--- src/rtl/core/ps2kc_pkg.sv ---
// ----------------------------------------------------------------------------
// ps2kc_pkg
// Shared widths, codes and structs of the 8042-style PS/2 keyboard controller.
// ----------------------------------------------------------------------------
package ps2kc_pkg;

    // FIFO geometry
    localparam int FIFO_DEPTH = 16;
    localparam int FIFO_AW    = $clog2(FIFO_DEPTH);
    localparam int FIFO_CW    = $clog2(FIFO_DEPTH + 1);
    localparam int PUSH_MAX   = 3;
    localparam int PUSH_NW    = $clog2(PUSH_MAX + 1);

    // Field widths
    localparam int CMD_W     = 3;
    localparam int PORT_W    = 16;
    localparam int DATA_W    = 8;
    localparam int STAT_W    = 32;
    localparam int CFG_IDX_W = 2;

    // Configuration register indexes
    localparam logic [CFG_IDX_W-1:0] REG_DATA_PORT   = 2'd0;
    localparam logic [CFG_IDX_W-1:0] REG_STATUS_PORT = 2'd1;

    // Configuration reset values
    localparam logic [PORT_W-1:0] DATA_PORT_RST   = 16'h0060;
    localparam logic [PORT_W-1:0] STATUS_PORT_RST = 16'h0064;

    // Item commands
    typedef enum logic [CMD_W-1:0] {
        CMD_BUS_READ      = 3'd0,
        CMD_BUS_WRITE     = 3'd1,
        CMD_SCAN_NEWEST   = 3'd2,
        CMD_SCAN_LOSSLESS = 3'd3,
        CMD_TAKE_IRQ      = 3'd4,
        CMD_TAKE_AUX      = 3'd5
    } cmd_t;

    // Controller commands (status port write)
    localparam logic [DATA_W-1:0] CC_READ_CFG   = 8'h20;
    localparam logic [DATA_W-1:0] CC_WRITE_CFG  = 8'h60;
    localparam logic [DATA_W-1:0] CC_SELF_TEST  = 8'hAA;
    localparam logic [DATA_W-1:0] CC_KBD_TEST   = 8'hAB;
    localparam logic [DATA_W-1:0] CC_AUX_TEST   = 8'hA9;
    localparam logic [DATA_W-1:0] CC_WRITE_AUX  = 8'hD4;

    // Keyboard device commands (data port write)
    localparam logic [DATA_W-1:0] DEV_RESET     = 8'hFF;
    localparam logic [DATA_W-1:0] DEV_READ_ID   = 8'hF2;
    localparam logic [DATA_W-1:0] DEV_SET_SCAN  = 8'hF0;
    localparam logic [DATA_W-1:0] DEV_ECHO      = 8'hEE;
    localparam logic [DATA_W-1:0] SCAN_QUERY    = 8'h00;

    // Response bytes
    localparam logic [DATA_W-1:0] RSP_ACK       = 8'hFA;
    localparam logic [DATA_W-1:0] RSP_BAT_OK    = 8'hAA;
    localparam logic [DATA_W-1:0] RSP_SELF_OK   = 8'h55;
    localparam logic [DATA_W-1:0] RSP_PORT_OK   = 8'h00;
    localparam logic [DATA_W-1:0] RSP_ID_LO     = 8'hAB;
    localparam logic [DATA_W-1:0] RSP_ID_HI     = 8'h83;
    localparam logic [DATA_W-1:0] RSP_SCAN_SET  = 8'h02;
    localparam logic [DATA_W-1:0] RSP_ECHO      = 8'hEE;

    // Status register bits
    localparam logic [DATA_W-1:0] STS_SYSTEM    = 8'h04;
    localparam logic [DATA_W-1:0] STS_OBF       = 8'h01;

    // One input word
    typedef struct packed {
        logic [CMD_W-1:0]  command;
        logic [PORT_W-1:0] port;
        logic [DATA_W-1:0] data;
    } item_t;

    // One result word
    typedef struct packed {
        logic [DATA_W-1:0] read_data;
        logic              access_ok;
        logic              accepted;
        logic              irq_pulse;
        logic              aux_flag;
        logic              byte_pending;
        logic              guest_initialized;
        logic [STAT_W-1:0] queued_total;
        logic [STAT_W-1:0] read_total;
        logic [STAT_W-1:0] dropped_total;
    } result_t;

    // FIFO operation requested by the decoder
    typedef struct packed {
        logic                             flush;
        logic                             pop;
        logic [PUSH_NW-1:0]               push_num;
        logic                             push_scan;
        logic [PUSH_MAX-1:0][DATA_W-1:0]  push_data;
    } fifo_op_t;

    // FIFO status seen by the decoder
    typedef struct packed {
        logic [FIFO_CW-1:0] count;
        logic [FIFO_CW-1:0] count_next;
        logic [DATA_W-1:0]  head_byte;
        logic               head_scan;
    } fifo_stat_t;

endpackage

--- src/rtl/core/ps2kc_item_if.sv ---
// ----------------------------------------------------------------------------
// ps2kc_item_if
// Input channel: command, port and data with valid/ready.
// ----------------------------------------------------------------------------
interface ps2kc_item_if
    import ps2kc_pkg::*;
();
    logic              valid;
    logic              ready;
    logic [CMD_W-1:0]  command;
    logic [PORT_W-1:0] port;
    logic [DATA_W-1:0] data;

    modport source (output valid, output command, output port, output data, input ready);
    modport sink   (input valid, input command, input port, input data, output ready);
endinterface

--- src/rtl/core/ps2kc_result_if.sv ---
// ----------------------------------------------------------------------------
// ps2kc_result_if
// Result channel: one result word per input word, with valid/ready.
// ----------------------------------------------------------------------------
interface ps2kc_result_if
    import ps2kc_pkg::*;
();
    logic              valid;
    logic              ready;
    logic [DATA_W-1:0] read_data;
    logic              access_ok;
    logic              accepted;
    logic              irq_pulse;
    logic              aux_flag;
    logic              byte_pending;
    logic              guest_initialized;
    logic [STAT_W-1:0] queued_total;
    logic [STAT_W-1:0] read_total;
    logic [STAT_W-1:0] dropped_total;

    modport source (
        output valid, output read_data, output access_ok, output accepted,
        output irq_pulse, output aux_flag, output byte_pending,
        output guest_initialized, output queued_total, output read_total,
        output dropped_total, input ready
    );
    modport sink (
        input valid, input read_data, input access_ok, input accepted,
        input irq_pulse, input aux_flag, input byte_pending,
        input guest_initialized, input queued_total, input read_total,
        input dropped_total, output ready
    );
endinterface

--- src/rtl/core/ps2kc_cfg_if.sv ---
// ----------------------------------------------------------------------------
// ps2kc_cfg_if
// Configuration write channel: register index and write data.
// ----------------------------------------------------------------------------
interface ps2kc_cfg_if
    import ps2kc_pkg::*;
();
    logic                 valid;
    logic                 ready;
    logic [CFG_IDX_W-1:0] index;
    logic [PORT_W-1:0]    wdata;

    modport source (output valid, output index, output wdata, input ready);
    modport sink   (input valid, input index, input wdata, output ready);
endinterface

--- src/rtl/core/ps2kc_fifo.sv ---
// ----------------------------------------------------------------------------
// ps2kc_fifo
// Tagged output byte FIFO: flush, one pop or up to three pushes per word.
// ----------------------------------------------------------------------------
module ps2kc_fifo
    import ps2kc_pkg::*;
(
    input  logic       clk,
    input  logic       rst_n,
    input  logic       apply,
    input  fifo_op_t   op,
    output fifo_stat_t stat
);

    localparam int SUM_W = FIFO_CW + 1;

    logic [DATA_W-1:0]  bytes_reg [FIFO_DEPTH];
    logic               scan_reg  [FIFO_DEPTH];
    logic [FIFO_AW-1:0] head_reg;
    logic [FIFO_AW-1:0] head_next;
    logic [FIFO_CW-1:0] count_reg;
    logic [FIFO_CW-1:0] count_next;

    logic [FIFO_AW-1:0] base_head;
    logic [FIFO_CW-1:0] base_count;
    logic [PUSH_MAX-1:0]              wr_en;
    logic [PUSH_MAX-1:0][FIFO_AW-1:0] wr_slot;

    // Work out write slots, next head and next fill level
    always_comb
    begin
        logic [SUM_W-1:0] room;
        logic [SUM_W-1:0] sum;
        logic [FIFO_CW-1:0] n_ok;

        base_head  = op.flush ? '0 : head_reg;
        base_count = op.flush ? '0 : count_reg;
        n_ok       = '0;
        head_next  = base_head;
        for (int k = 0; k < PUSH_MAX; k++)
        begin
            room = SUM_W'(base_count) + SUM_W'(k);
            sum  = SUM_W'(base_head) + room;
            if (sum >= SUM_W'(FIFO_DEPTH))
            begin
                sum = sum - SUM_W'(FIFO_DEPTH);
            end
            wr_slot[k] = sum[FIFO_AW-1:0];
            wr_en[k]   = (PUSH_NW'(k) < op.push_num) && (room < SUM_W'(FIFO_DEPTH));
            if (wr_en[k])
            begin
                n_ok = n_ok + 1'b1;
            end
        end
        if (op.pop)
        begin
            head_next  = (SUM_W'(head_reg) + 1'b1 == SUM_W'(FIFO_DEPTH)) ? '0
                                                                         : head_reg + 1'b1;
            count_next = count_reg - 1'b1;
        end
        else
        begin
            count_next = base_count + n_ok;
        end
    end

    // Update head and fill level
    always_ff @(posedge clk or negedge rst_n)
    begin
        if (!rst_n)
        begin
            head_reg  <= '0;
            count_reg <= '0;
        end
        else if (apply)
        begin
            head_reg  <= head_next;
            count_reg <= count_next;
        end
    end

    // Write pushed bytes and their tags
    always_ff @(posedge clk)
    begin
        if (apply)
        begin
            for (int k = 0; k < PUSH_MAX; k++)
            begin
                if (wr_en[k])
                begin
                    bytes_reg[wr_slot[k]] <= op.push_data[k];
                    scan_reg[wr_slot[k]]  <= op.push_scan;
                end
            end
        end
    end

    assign stat.count      = count_reg;
    assign stat.count_next = count_next;
    assign stat.head_byte  = bytes_reg[head_reg];
    assign stat.head_scan  = scan_reg[head_reg];

endmodule

--- src/rtl/core/ps2kc_core.sv ---
// ----------------------------------------------------------------------------
// ps2kc_core
// Command decode, controller flags, interrupt edge count and statistics.
// ----------------------------------------------------------------------------
module ps2kc_core
    import ps2kc_pkg::*;
(
    input  logic              clk,
    input  logic              rst_n,
    input  logic              fire,
    input  item_t             item,
    input  logic [PORT_W-1:0] data_addr,
    input  logic [PORT_W-1:0] status_addr,
    input  fifo_stat_t        fstat,
    output fifo_op_t          fop,
    output result_t           res
);

    logic [FIFO_CW-1:0] held_reg,    held_next;
    logic [FIFO_CW-1:0] pending_reg, pending_next;
    logic [DATA_W-1:0]  ctl_cfg_reg, ctl_cfg_next;
    logic               expect_cfg_reg, expect_cfg_next;
    logic               expect_param_reg, expect_param_next;
    logic               route_reg, route_next;
    logic               wrote_reg, wrote_next;
    logic [STAT_W-1:0]  queued_reg, queued_next;
    logic [STAT_W-1:0]  read_reg, read_next;
    logic [STAT_W-1:0]  dropped_reg, dropped_next;

    cmd_t cmd;
    assign cmd = cmd_t'(item.command);

    // Decode one word
    always_comb
    begin
        logic edge_pop;

        fop               = '0;
        res               = '0;
        edge_pop          = 1'b0;
        held_next         = held_reg;
        pending_next      = pending_reg;
        ctl_cfg_next      = ctl_cfg_reg;
        expect_cfg_next   = expect_cfg_reg;
        expect_param_next = expect_param_reg;
        route_next        = route_reg;
        wrote_next        = wrote_reg;
        queued_next       = queued_reg;
        read_next         = read_reg;
        dropped_next      = dropped_reg;

        case (cmd)
            CMD_BUS_READ:
            begin
                if (item.port == data_addr)
                begin
                    res.access_ok = 1'b1;
                    if (fstat.count != '0)
                    begin
                        fop.pop       = 1'b1;
                        res.read_data = fstat.head_byte;
                        if (fstat.head_scan)
                        begin
                            read_next = read_reg + 1'b1;
                            if (held_reg != '0)
                            begin
                                held_next = held_reg - 1'b1;
                            end
                        end
                        edge_pop = (fstat.count > FIFO_CW'(1));
                    end
                end
                else if (item.port == status_addr)
                begin
                    res.access_ok = 1'b1;
                    res.read_data = STS_SYSTEM | ((fstat.count != '0) ? STS_OBF : '0);
                end
            end
            CMD_BUS_WRITE:
            begin
                wrote_next = 1'b1;
                if (item.port == status_addr)
                begin
                    res.access_ok = 1'b1;
                    case (item.data)
                        CC_READ_CFG:
                        begin
                            fop.push_num     = PUSH_NW'(1);
                            fop.push_data[0] = ctl_cfg_reg;
                        end
                        CC_WRITE_CFG: expect_cfg_next = 1'b1;
                        CC_SELF_TEST:
                        begin
                            fop.push_num     = PUSH_NW'(1);
                            fop.push_data[0] = RSP_SELF_OK;
                        end
                        CC_KBD_TEST, CC_AUX_TEST:
                        begin
                            fop.push_num     = PUSH_NW'(1);
                            fop.push_data[0] = RSP_PORT_OK;
                        end
                        CC_WRITE_AUX: route_next = 1'b1;
                        default: ;
                    endcase
                end
                else if (item.port == data_addr)
                begin
                    res.access_ok = 1'b1;
                    if (expect_cfg_reg)
                    begin
                        ctl_cfg_next    = item.data;
                        expect_cfg_next = 1'b0;
                    end
                    else if (item.data == DEV_RESET)
                    begin
                        fop.push_num     = PUSH_NW'(2);
                        fop.push_data[0] = RSP_ACK;
                        fop.push_data[1] = RSP_BAT_OK;
                    end
                    else if (expect_param_reg)
                    begin
                        expect_param_next = 1'b0;
                        fop.push_data[0]  = RSP_ACK;
                        fop.push_data[1]  = RSP_SCAN_SET;
                        fop.push_num      = (item.data == SCAN_QUERY) ? PUSH_NW'(2)
                                                                      : PUSH_NW'(1);
                    end
                    else if (item.data == DEV_READ_ID)
                    begin
                        fop.push_num     = PUSH_NW'(3);
                        fop.push_data[0] = RSP_ACK;
                        fop.push_data[1] = RSP_ID_LO;
                        fop.push_data[2] = RSP_ID_HI;
                    end
                    else if (item.data == DEV_SET_SCAN)
                    begin
                        expect_param_next = 1'b1;
                        fop.push_num      = PUSH_NW'(1);
                        fop.push_data[0]  = RSP_ACK;
                    end
                    else if (item.data == DEV_ECHO)
                    begin
                        fop.push_num     = PUSH_NW'(1);
                        fop.push_data[0] = RSP_ECHO;
                    end
                    else
                    begin
                        fop.push_num     = PUSH_NW'(1);
                        fop.push_data[0] = RSP_ACK;
                    end
                end
            end
            CMD_SCAN_NEWEST:
            begin
                // drop everything held, then queue the new scancode alone
                dropped_next     = dropped_reg + STAT_W'(held_reg);
                fop.flush        = 1'b1;
                fop.push_num     = PUSH_NW'(1);
                fop.push_scan    = 1'b1;
                fop.push_data[0] = item.data;
                held_next        = FIFO_CW'(1);
                queued_next      = queued_reg + 1'b1;
            end
            CMD_SCAN_LOSSLESS:
            begin
                if (fstat.count >= FIFO_CW'(FIFO_DEPTH))
                begin
                    dropped_next = dropped_reg + 1'b1;
                end
                else
                begin
                    fop.push_num     = PUSH_NW'(1);
                    fop.push_scan    = 1'b1;
                    fop.push_data[0] = item.data;
                    held_next        = held_reg + 1'b1;
                    queued_next      = queued_reg + 1'b1;
                    res.accepted     = 1'b1;
                end
            end
            CMD_TAKE_IRQ:
            begin
                if (pending_reg != '0)
                begin
                    pending_next  = pending_reg - 1'b1;
                    res.irq_pulse = 1'b1;
                end
            end
            CMD_TAKE_AUX:
            begin
                res.aux_flag = route_reg;
                route_next   = 1'b0;
            end
            default: ;
        endcase

        // count a new readable head, saturating at the FIFO depth
        if ((edge_pop || ((fop.flush || fstat.count == '0) && fop.push_num != '0))
            && pending_reg < FIFO_CW'(FIFO_DEPTH))
        begin
            pending_next = pending_reg + 1'b1;
        end

        res.byte_pending      = (fstat.count_next != '0);
        res.guest_initialized = wrote_next;
        res.queued_total      = queued_next;
        res.read_total        = read_next;
        res.dropped_total     = dropped_next;
    end

    // Commit state when the word is processed
    always_ff @(posedge clk or negedge rst_n)
    begin
        if (!rst_n)
        begin
            held_reg         <= '0;
            pending_reg      <= '0;
            ctl_cfg_reg      <= '0;
            expect_cfg_reg   <= 1'b0;
            expect_param_reg <= 1'b0;
            route_reg        <= 1'b0;
            wrote_reg        <= 1'b0;
            queued_reg       <= '0;
            read_reg         <= '0;
            dropped_reg      <= '0;
        end
        else if (fire)
        begin
            held_reg         <= held_next;
            pending_reg      <= pending_next;
            ctl_cfg_reg      <= ctl_cfg_next;
            expect_cfg_reg   <= expect_cfg_next;
            expect_param_reg <= expect_param_next;
            route_reg        <= route_next;
            wrote_reg        <= wrote_next;
            queued_reg       <= queued_next;
            read_reg         <= read_next;
            dropped_reg      <= dropped_next;
        end
    end

endmodule

--- src/rtl/core/ps2_keyboard_controller_top.sv ---
// ----------------------------------------------------------------------------
// ps2_keyboard_controller_top
// 8042-style PS/2 keyboard controller with a tagged output byte FIFO.
//
//   channel  dir  handshake      payload
//   item     in   valid/ready    command, port, data
//   result   out  valid/ready    read_data, flags, three 32-bit counters
//   cfg      in   valid/ready    index, wdata (port addresses)
//
// Each word passes the input register, then decode and the FIFO/state update
// land in the result register. A new word is accepted every cycle unless the
// result stalls; the state update is a single pass.
// Reset clears all control state and the FIFO; addresses return to 0x60/0x64.
// A stalled result register holds the input register, which then stops input.
// ----------------------------------------------------------------------------
module ps2_keyboard_controller_top
    import ps2kc_pkg::*;
(
    input  logic          clk,
    input  logic          rst_n,
    ps2kc_item_if.sink    item,
    ps2kc_result_if.source result,
    ps2kc_cfg_if.sink     cfg
);

    logic              stage_valid_reg, stage_valid_next;
    item_t             stage_reg;
    logic              out_valid_reg, out_valid_next;
    result_t           out_reg;
    logic [PORT_W-1:0] data_addr_reg;
    logic [PORT_W-1:0] status_addr_reg;

    logic       advance;
    logic       fire;
    logic       take;
    fifo_op_t   fop;
    fifo_stat_t fstat;
    result_t    res;

    // Handshake control
    assign advance    = !out_valid_reg || result.ready;
    assign fire       = stage_valid_reg && advance;
    assign item.ready = !stage_valid_reg || advance;
    assign take       = item.valid && item.ready;
    assign cfg.ready  = 1'b1;

    always_comb
    begin
        stage_valid_next = take ? 1'b1 : (fire ? 1'b0 : stage_valid_reg);
        out_valid_next   = fire ? 1'b1 : (result.ready ? 1'b0 : out_valid_reg);
    end

    always_ff @(posedge clk or negedge rst_n)
    begin
        if (!rst_n)
        begin
            stage_valid_reg <= 1'b0;
            out_valid_reg   <= 1'b0;
        end
        else
        begin
            stage_valid_reg <= stage_valid_next;
            out_valid_reg   <= out_valid_next;
        end
    end

    // Hold input word and result word
    always_ff @(posedge clk)
    begin
        if (take)
        begin
            stage_reg.command <= item.command;
            stage_reg.port    <= item.port;
            stage_reg.data    <= item.data;
        end
        if (fire)
        begin
            out_reg <= res;
        end
    end

    // Port address registers
    always_ff @(posedge clk or negedge rst_n)
    begin
        if (!rst_n)
        begin
            data_addr_reg   <= DATA_PORT_RST;
            status_addr_reg <= STATUS_PORT_RST;
        end
        else if (cfg.valid && cfg.ready)
        begin
            case (cfg.index)
                REG_DATA_PORT:   data_addr_reg   <= cfg.wdata;
                REG_STATUS_PORT: status_addr_reg <= cfg.wdata;
                default: ;
            endcase
        end
    end

    ps2kc_fifo u_fifo (
        .clk   (clk),
        .rst_n (rst_n),
        .apply (fire),
        .op    (fop),
        .stat  (fstat)
    );

    ps2kc_core u_core (
        .clk         (clk),
        .rst_n       (rst_n),
        .fire        (fire),
        .item        (stage_reg),
        .data_addr   (data_addr_reg),
        .status_addr (status_addr_reg),
        .fstat       (fstat),
        .fop         (fop),
        .res         (res)
    );

    // Drive the result channel
    assign result.valid             = out_valid_reg;
    assign result.read_data         = out_reg.read_data;
    assign result.access_ok         = out_reg.access_ok;
    assign result.accepted          = out_reg.accepted;
    assign result.irq_pulse         = out_reg.irq_pulse;
    assign result.aux_flag          = out_reg.aux_flag;
    assign result.byte_pending      = out_reg.byte_pending;
    assign result.guest_initialized = out_reg.guest_initialized;
    assign result.queued_total      = out_reg.queued_total;
    assign result.read_total        = out_reg.read_total;
    assign result.dropped_total     = out_reg.dropped_total;

endmodule
--- src/flat_wrapper.sv ---
// flat-port wrapper written by rule: the top's interface ports become plain ports
module ps2_keyboard_controller_top_flat import ps2kc_pkg::*;
  (clk, rst_n, item_valid, item_command, item_port, item_data, item_ready, result_valid, result_read_data, result_access_ok, result_accepted, result_irq_pulse, result_aux_flag, result_byte_pending, result_guest_initialized, result_queued_total, result_read_total, result_dropped_total, result_ready, cfg_valid, cfg_index, cfg_wdata, cfg_ready);
  ps2kc_item_if item_i ();
  ps2kc_result_if result_i ();
  ps2kc_cfg_if cfg_i ();
  input  logic clk;
  input  logic rst_n;
  input wire logic [$bits(item_i.valid)-1:0] item_valid;
  input wire logic [$bits(item_i.command)-1:0] item_command;
  input wire logic [$bits(item_i.port)-1:0] item_port;
  input wire logic [$bits(item_i.data)-1:0] item_data;
  output wire logic [$bits(item_i.ready)-1:0] item_ready;
  output wire logic [$bits(result_i.valid)-1:0] result_valid;
  output wire logic [$bits(result_i.read_data)-1:0] result_read_data;
  output wire logic [$bits(result_i.access_ok)-1:0] result_access_ok;
  output wire logic [$bits(result_i.accepted)-1:0] result_accepted;
  output wire logic [$bits(result_i.irq_pulse)-1:0] result_irq_pulse;
  output wire logic [$bits(result_i.aux_flag)-1:0] result_aux_flag;
  output wire logic [$bits(result_i.byte_pending)-1:0] result_byte_pending;
  output wire logic [$bits(result_i.guest_initialized)-1:0] result_guest_initialized;
  output wire logic [$bits(result_i.queued_total)-1:0] result_queued_total;
  output wire logic [$bits(result_i.read_total)-1:0] result_read_total;
  output wire logic [$bits(result_i.dropped_total)-1:0] result_dropped_total;
  input wire logic [$bits(result_i.ready)-1:0] result_ready;
  input wire logic [$bits(cfg_i.valid)-1:0] cfg_valid;
  input wire logic [$bits(cfg_i.index)-1:0] cfg_index;
  input wire logic [$bits(cfg_i.wdata)-1:0] cfg_wdata;
  output wire logic [$bits(cfg_i.ready)-1:0] cfg_ready;
  assign item_i.valid = item_valid;
  assign item_i.command = item_command;
  assign item_i.port = item_port;
  assign item_i.data = item_data;
  assign item_ready = item_i.ready;
  assign result_valid = result_i.valid;
  assign result_read_data = result_i.read_data;
  assign result_access_ok = result_i.access_ok;
  assign result_accepted = result_i.accepted;
  assign result_irq_pulse = result_i.irq_pulse;
  assign result_aux_flag = result_i.aux_flag;
  assign result_byte_pending = result_i.byte_pending;
  assign result_guest_initialized = result_i.guest_initialized;
  assign result_queued_total = result_i.queued_total;
  assign result_read_total = result_i.read_total;
  assign result_dropped_total = result_i.dropped_total;
  assign result_i.ready = result_ready;
  assign cfg_i.valid = cfg_valid;
  assign cfg_i.index = cfg_index;
  assign cfg_i.wdata = cfg_wdata;
  assign cfg_ready = cfg_i.ready;
  ps2_keyboard_controller_top u_core (.clk(clk), .rst_n(rst_n), .item(item_i), .result(result_i), .cfg(cfg_i));
endmodule
--- config.mk ---
export PLATFORM = sky130hd
export DESIGN_NAME = ps2_keyboard_controller_top_flat
export DESIGN_NICKNAME = d
export VERILOG_FILES = /design/src/rtl/core/ps2kc_pkg.sv /design/src/rtl/core/ps2kc_item_if.sv /design/src/rtl/core/ps2kc_result_if.sv /design/src/rtl/core/ps2kc_cfg_if.sv /design/src/rtl/core/ps2kc_fifo.sv /design/src/rtl/core/ps2kc_core.sv /design/src/rtl/core/ps2_keyboard_controller_top.sv /design/src/flat_wrapper.sv
export SDC_FILE = /design/constraint.sdc
export NUM_CORES = 1
export LEC_CHECK = 0
export CAP_MARGIN = 20
export CORE_UTILIZATION = 50
export CTS_BUF_LIST = sky130_fd_sc_hd__clkbuf_8
export DETAILED_ROUTE_END_ITERATION = 10
export DONT_BUFFER_PORTS = 1
export PLACE_DENSITY = 0.67
export SLEW_MARGIN = 20
export SYNTH_ARGS = -nofsm -noshare
export SYNTH_HDL_FRONTEND = slang
export SYNTH_SLANG_ARGS = --single-unit
--- constraint.sdc ---
create_clock -name clk -period 4.8 [get_ports clk]
set_clock_uncertainty 0.2 [all_clocks]
set_input_delay 0 -clock clk [delete_from_list [all_inputs] [get_ports clk]]
set_output_delay 0 -clock clk [all_outputs]
set_load 0.01 [all_outputs]
==> summary.md <==
| Metric | Value |
|---|---|
| Run status | `finished clean` |
| F_max | `218 MHz` |
| Post-Syn Nets | `2097` |
| Sequential fraction of design power | `46.0%` |
| Combinational power share | `16.9%` |
| Worst Path Required | `4.95 ns` |
| Die ar. | `0.0462 mm²` |
| Initial antenna violation count | `0` |
| Yosys cell types | `85` |
| Post-route ant nets | `0` |
| Setup violators final | `0` |
| CTS tree | `done` |
| Clock buffer count from CTS | `78` |
| Dpl hpwl | `45000 µm` |
| Reg2Reg Depth | `13` |
| Syn. warnings | `0` |
| Post-synth ARST share | `36.4%` |
| Layout cell share with drive strength beyond 1 | `15.6%` |
| Vias per Instance | `6.20` |
| Switching share of total power | `29.5%` |
| Deepest clock path buffer count | `3` |
| Final core utilization | `59.4%` |
| Final worst-path cycle share | `95.6%` |
| Wirelength per Cell | `23.4 µm` |
| Post-synth EDFFs | `201` |
| Switching power total | `0.00292 W` |
| Die Wd | `215 µm` |
| DR pass1 iterations | `5` |
| Core ar. | `0.0444 mm²` |
| FP Rows | `77` |
| Most common cell after layout, fill and taps aside | `edfxtp_1` |
| Leading cell types in the layout, fill and taps excluded | `edfxtp_1, nand2_1, nor2_1, dfrtp_1, xnor2_1` |
| Placed insts | `2568` |
| CP top delay family | `simple AND/OR/NAND/NOR gates` |
| CP startpoint kind | `register` |
| Worst-path cell chain | `or3b_2, buf_4, nand2_1, inv_1, ha_1, a21o_1, a21oi_1, xor3_1, buf_4, nand3_1, o32ai_1, nor2_1, inv_1` |
| Vias in the first global route | `17400` |
| Initial Util | `51.0%` |
| Clock transition at path regs | `0.06 ns` |
| P_int | `0.00697 W` |
| WP buf/inv | `4` |
| Cells after Synth | `2009` |
| Avg Cell Area, Syn | `11.3 µm²` |
| Fin Setup TNS | `0 ns` |
| WHS | `0.130 ns` |
| Max FFs per register | `128` |
| IO Port Bufs | `0` |
| Chip height | `215 µm` |
| WP data arrival | `4.74 ns` |
| Max-cap violations | `0` |
| Post-Synthesis Cell Area | `0.0227 mm²` |
| Final slew viol count | `0` |
| Gpl congestion | `1.03` |
| Ant. Diodes | `0` |
| Final Non-Filler Cells | `2823` |
| Hold depth | `2` |
| Clock sinks | `442` |
| Final #Nets | `2256` |
| P per Cell Area | `375 mW/mm²` |
| Worst slew pin tran | `1.29 ns` |
| # IOs | `163` |
| Clock Latency Late Sink | `0.68 ns` |
| Routed wire length | `65900 µm` |
| First-pass GRT wire length | `102000 µm` |
| Critical path's largest stage delay | `0.54 ns` |
| Pleak | `10.7 nW` |
| GRT overflow | `0` |
| DR iter-0 viols | `1704` |
| Maximum vdd drop | `271 µV` |
| Ys flop type | `edfxtp_1` |
| Critical Path Stages | `13` |
| Number of synthesized register bits | `442` |
| H-Tree Depth | `3` |
| Seq/Total Area, Yosys | `51.5%` |
| RSZ-0062 raised after global routing | `false` |
| Clock power frac | `37.1%` |
| Setup Crit Path Kind | `register to register` |
| Relative slew margins | `14.0%` |
| Post-layout minimum cycle time | `4.59 ns` |
| Critical path's slowest cell | `or3b_2` |
| Crit path max fanout | `18` |
| Pin count of the biggest net entering global routing | `162` |
| Worst hold path class | `input pin to register` |
| DR DRC count | `0` |
| Clock root buffer | `clkbuf_8` |
| Area Overhead vs Synth | `16.5%` |
| Final hold violations | `0` |
| Total number of vias | `17500` |
| Gr usage total | `28.6%` |
| Crit end category | `register` |
[power groups by stage]
stage          combinational (W)  clock [W]  sequential (W)
2_1_floorplan            0.00109          0         0.00452
3_3_place_gp             0.00145          0         0.00460
3_5_place_dp             0.00148          0         0.00461
4_1_cts                  0.00162    0.00373         0.00454
5_1_grt                  0.00179    0.00390         0.00458
6_report                 0.00167    0.00367         0.00455
[stage by stage]
stage,setup WS [ns],area [µm²],power [W]
final,0.212,26400,0.00989
after global routing,0.0172,26400,0.0103
after CTS,0.242,26400,0.00989
after detailed placement,0.227,23600,0.00609
after global placement,0.331,23600,0.00605
after floorplan,0.0501,22700,0.00561
[path summary, 6_finish.rpt]
kind	start	end	slack, ns
worst max-delay path	u_core.stage_reg[25]	u_core.u_fifo.scan_reg[7]	0.21
max in group asynchronous	rst_n	u_core.u_core.queued_reg[31]	3.30
min in group asynchronous	rst_n	u_core.u_core.dropped_reg[4]	0.49
worst min-delay path	cfg_index[0]	u_core.status_addr_reg[1]	0.13
worst max register to register	u_core.stage_reg[25]	u_core.u_fifo.scan_reg[7]	0.21
worst min register to register	u_core.u_fifo.bytes_reg[11][5]	u_core.u_fifo.bytes_reg[11][5]	0.26
[what timing repair did]
| item | in CTS | in global routing |
|---|---|---|
| hold buffers | 111 | 0 |
| endpoints found under the hold margin | 299 | 0 |
| setup endpoints to repair | 0 | 2 |
| buffers inserted | 0 | 1 |
| gates resized for setup | 0 | 4 |
[cell families after synthesis]
kind of cell               Yosys count  synth area share, %
DFF                                442                 51.5
and+or+nand+nor                    697                 15.3
muxes                              124                 8.23
xor gates and xnor gates           229                 8.98
AOI/OAI and AO/OA                  309                 10.6
adders and majority gates           38                 2.33
buffers and inverters              169                 3.04
other                                1               0.0165
[Yosys cell counts (all sizes together) (7+ instances only)]
library cell	instances	area share (%)
edfxtp	201	27
nand2	179	3.0
nor2	164	2.8
dfrtp	156	17
xnor2	121	4.7
xor2	106	4.1
nand3	99	2.3
dfxtp	80	7.1
clkbuf	75	1.2
a21oi	53	1.2
inv	53	0.88
mux2	48	2.4
nand4	48	1.4
nor3	48	1.1
mux4	45	4.5
o21ai	45	0.99
buf	41	0.92
nor4	36	1.2
and3	35	0.97
ha	31	1.7
mux2i	31	1.4
a22o	24	0.93
a211oi	22	0.89
a211o	21	0.81
o22ai	20	0.55
a32oi	16	0.62
and2	13	0.36
o211ai	13	0.43
a21o	12	0.40
a221o	12	0.53
and4	12	0.46
nand2b	11	0.30
or3	10	0.28
a2111oi	9	0.93
nand3b	9	0.30
o21a	9	0.30
o32ai	9	0.35
a31oi	8	0.29
a32o	8	0.35
or2	8	0.22
fa	7	0.62
nor2b	7	0.19
[routing by layer]
layer  up-vias  wire length, µm  GRT usage, %
li1       7742                -             -
met1      8773            27600          38.0
met2       814            30800          45.6
met3       160             4990          6.33
met4         0             2590          11.3
met5         -                0             0
[cell type report]
type                    instances  area (µm²)
repair buffers                195        1760
inverters                      53         204
clock inverters                50         378
clock buffers                  93        1280
fillers                      3632       18000
multi-input cells            1398       10400
well taps                     592         741
flip-flops and latches        442       11700
Note: power is estimated with default switching activity, not from simulation.
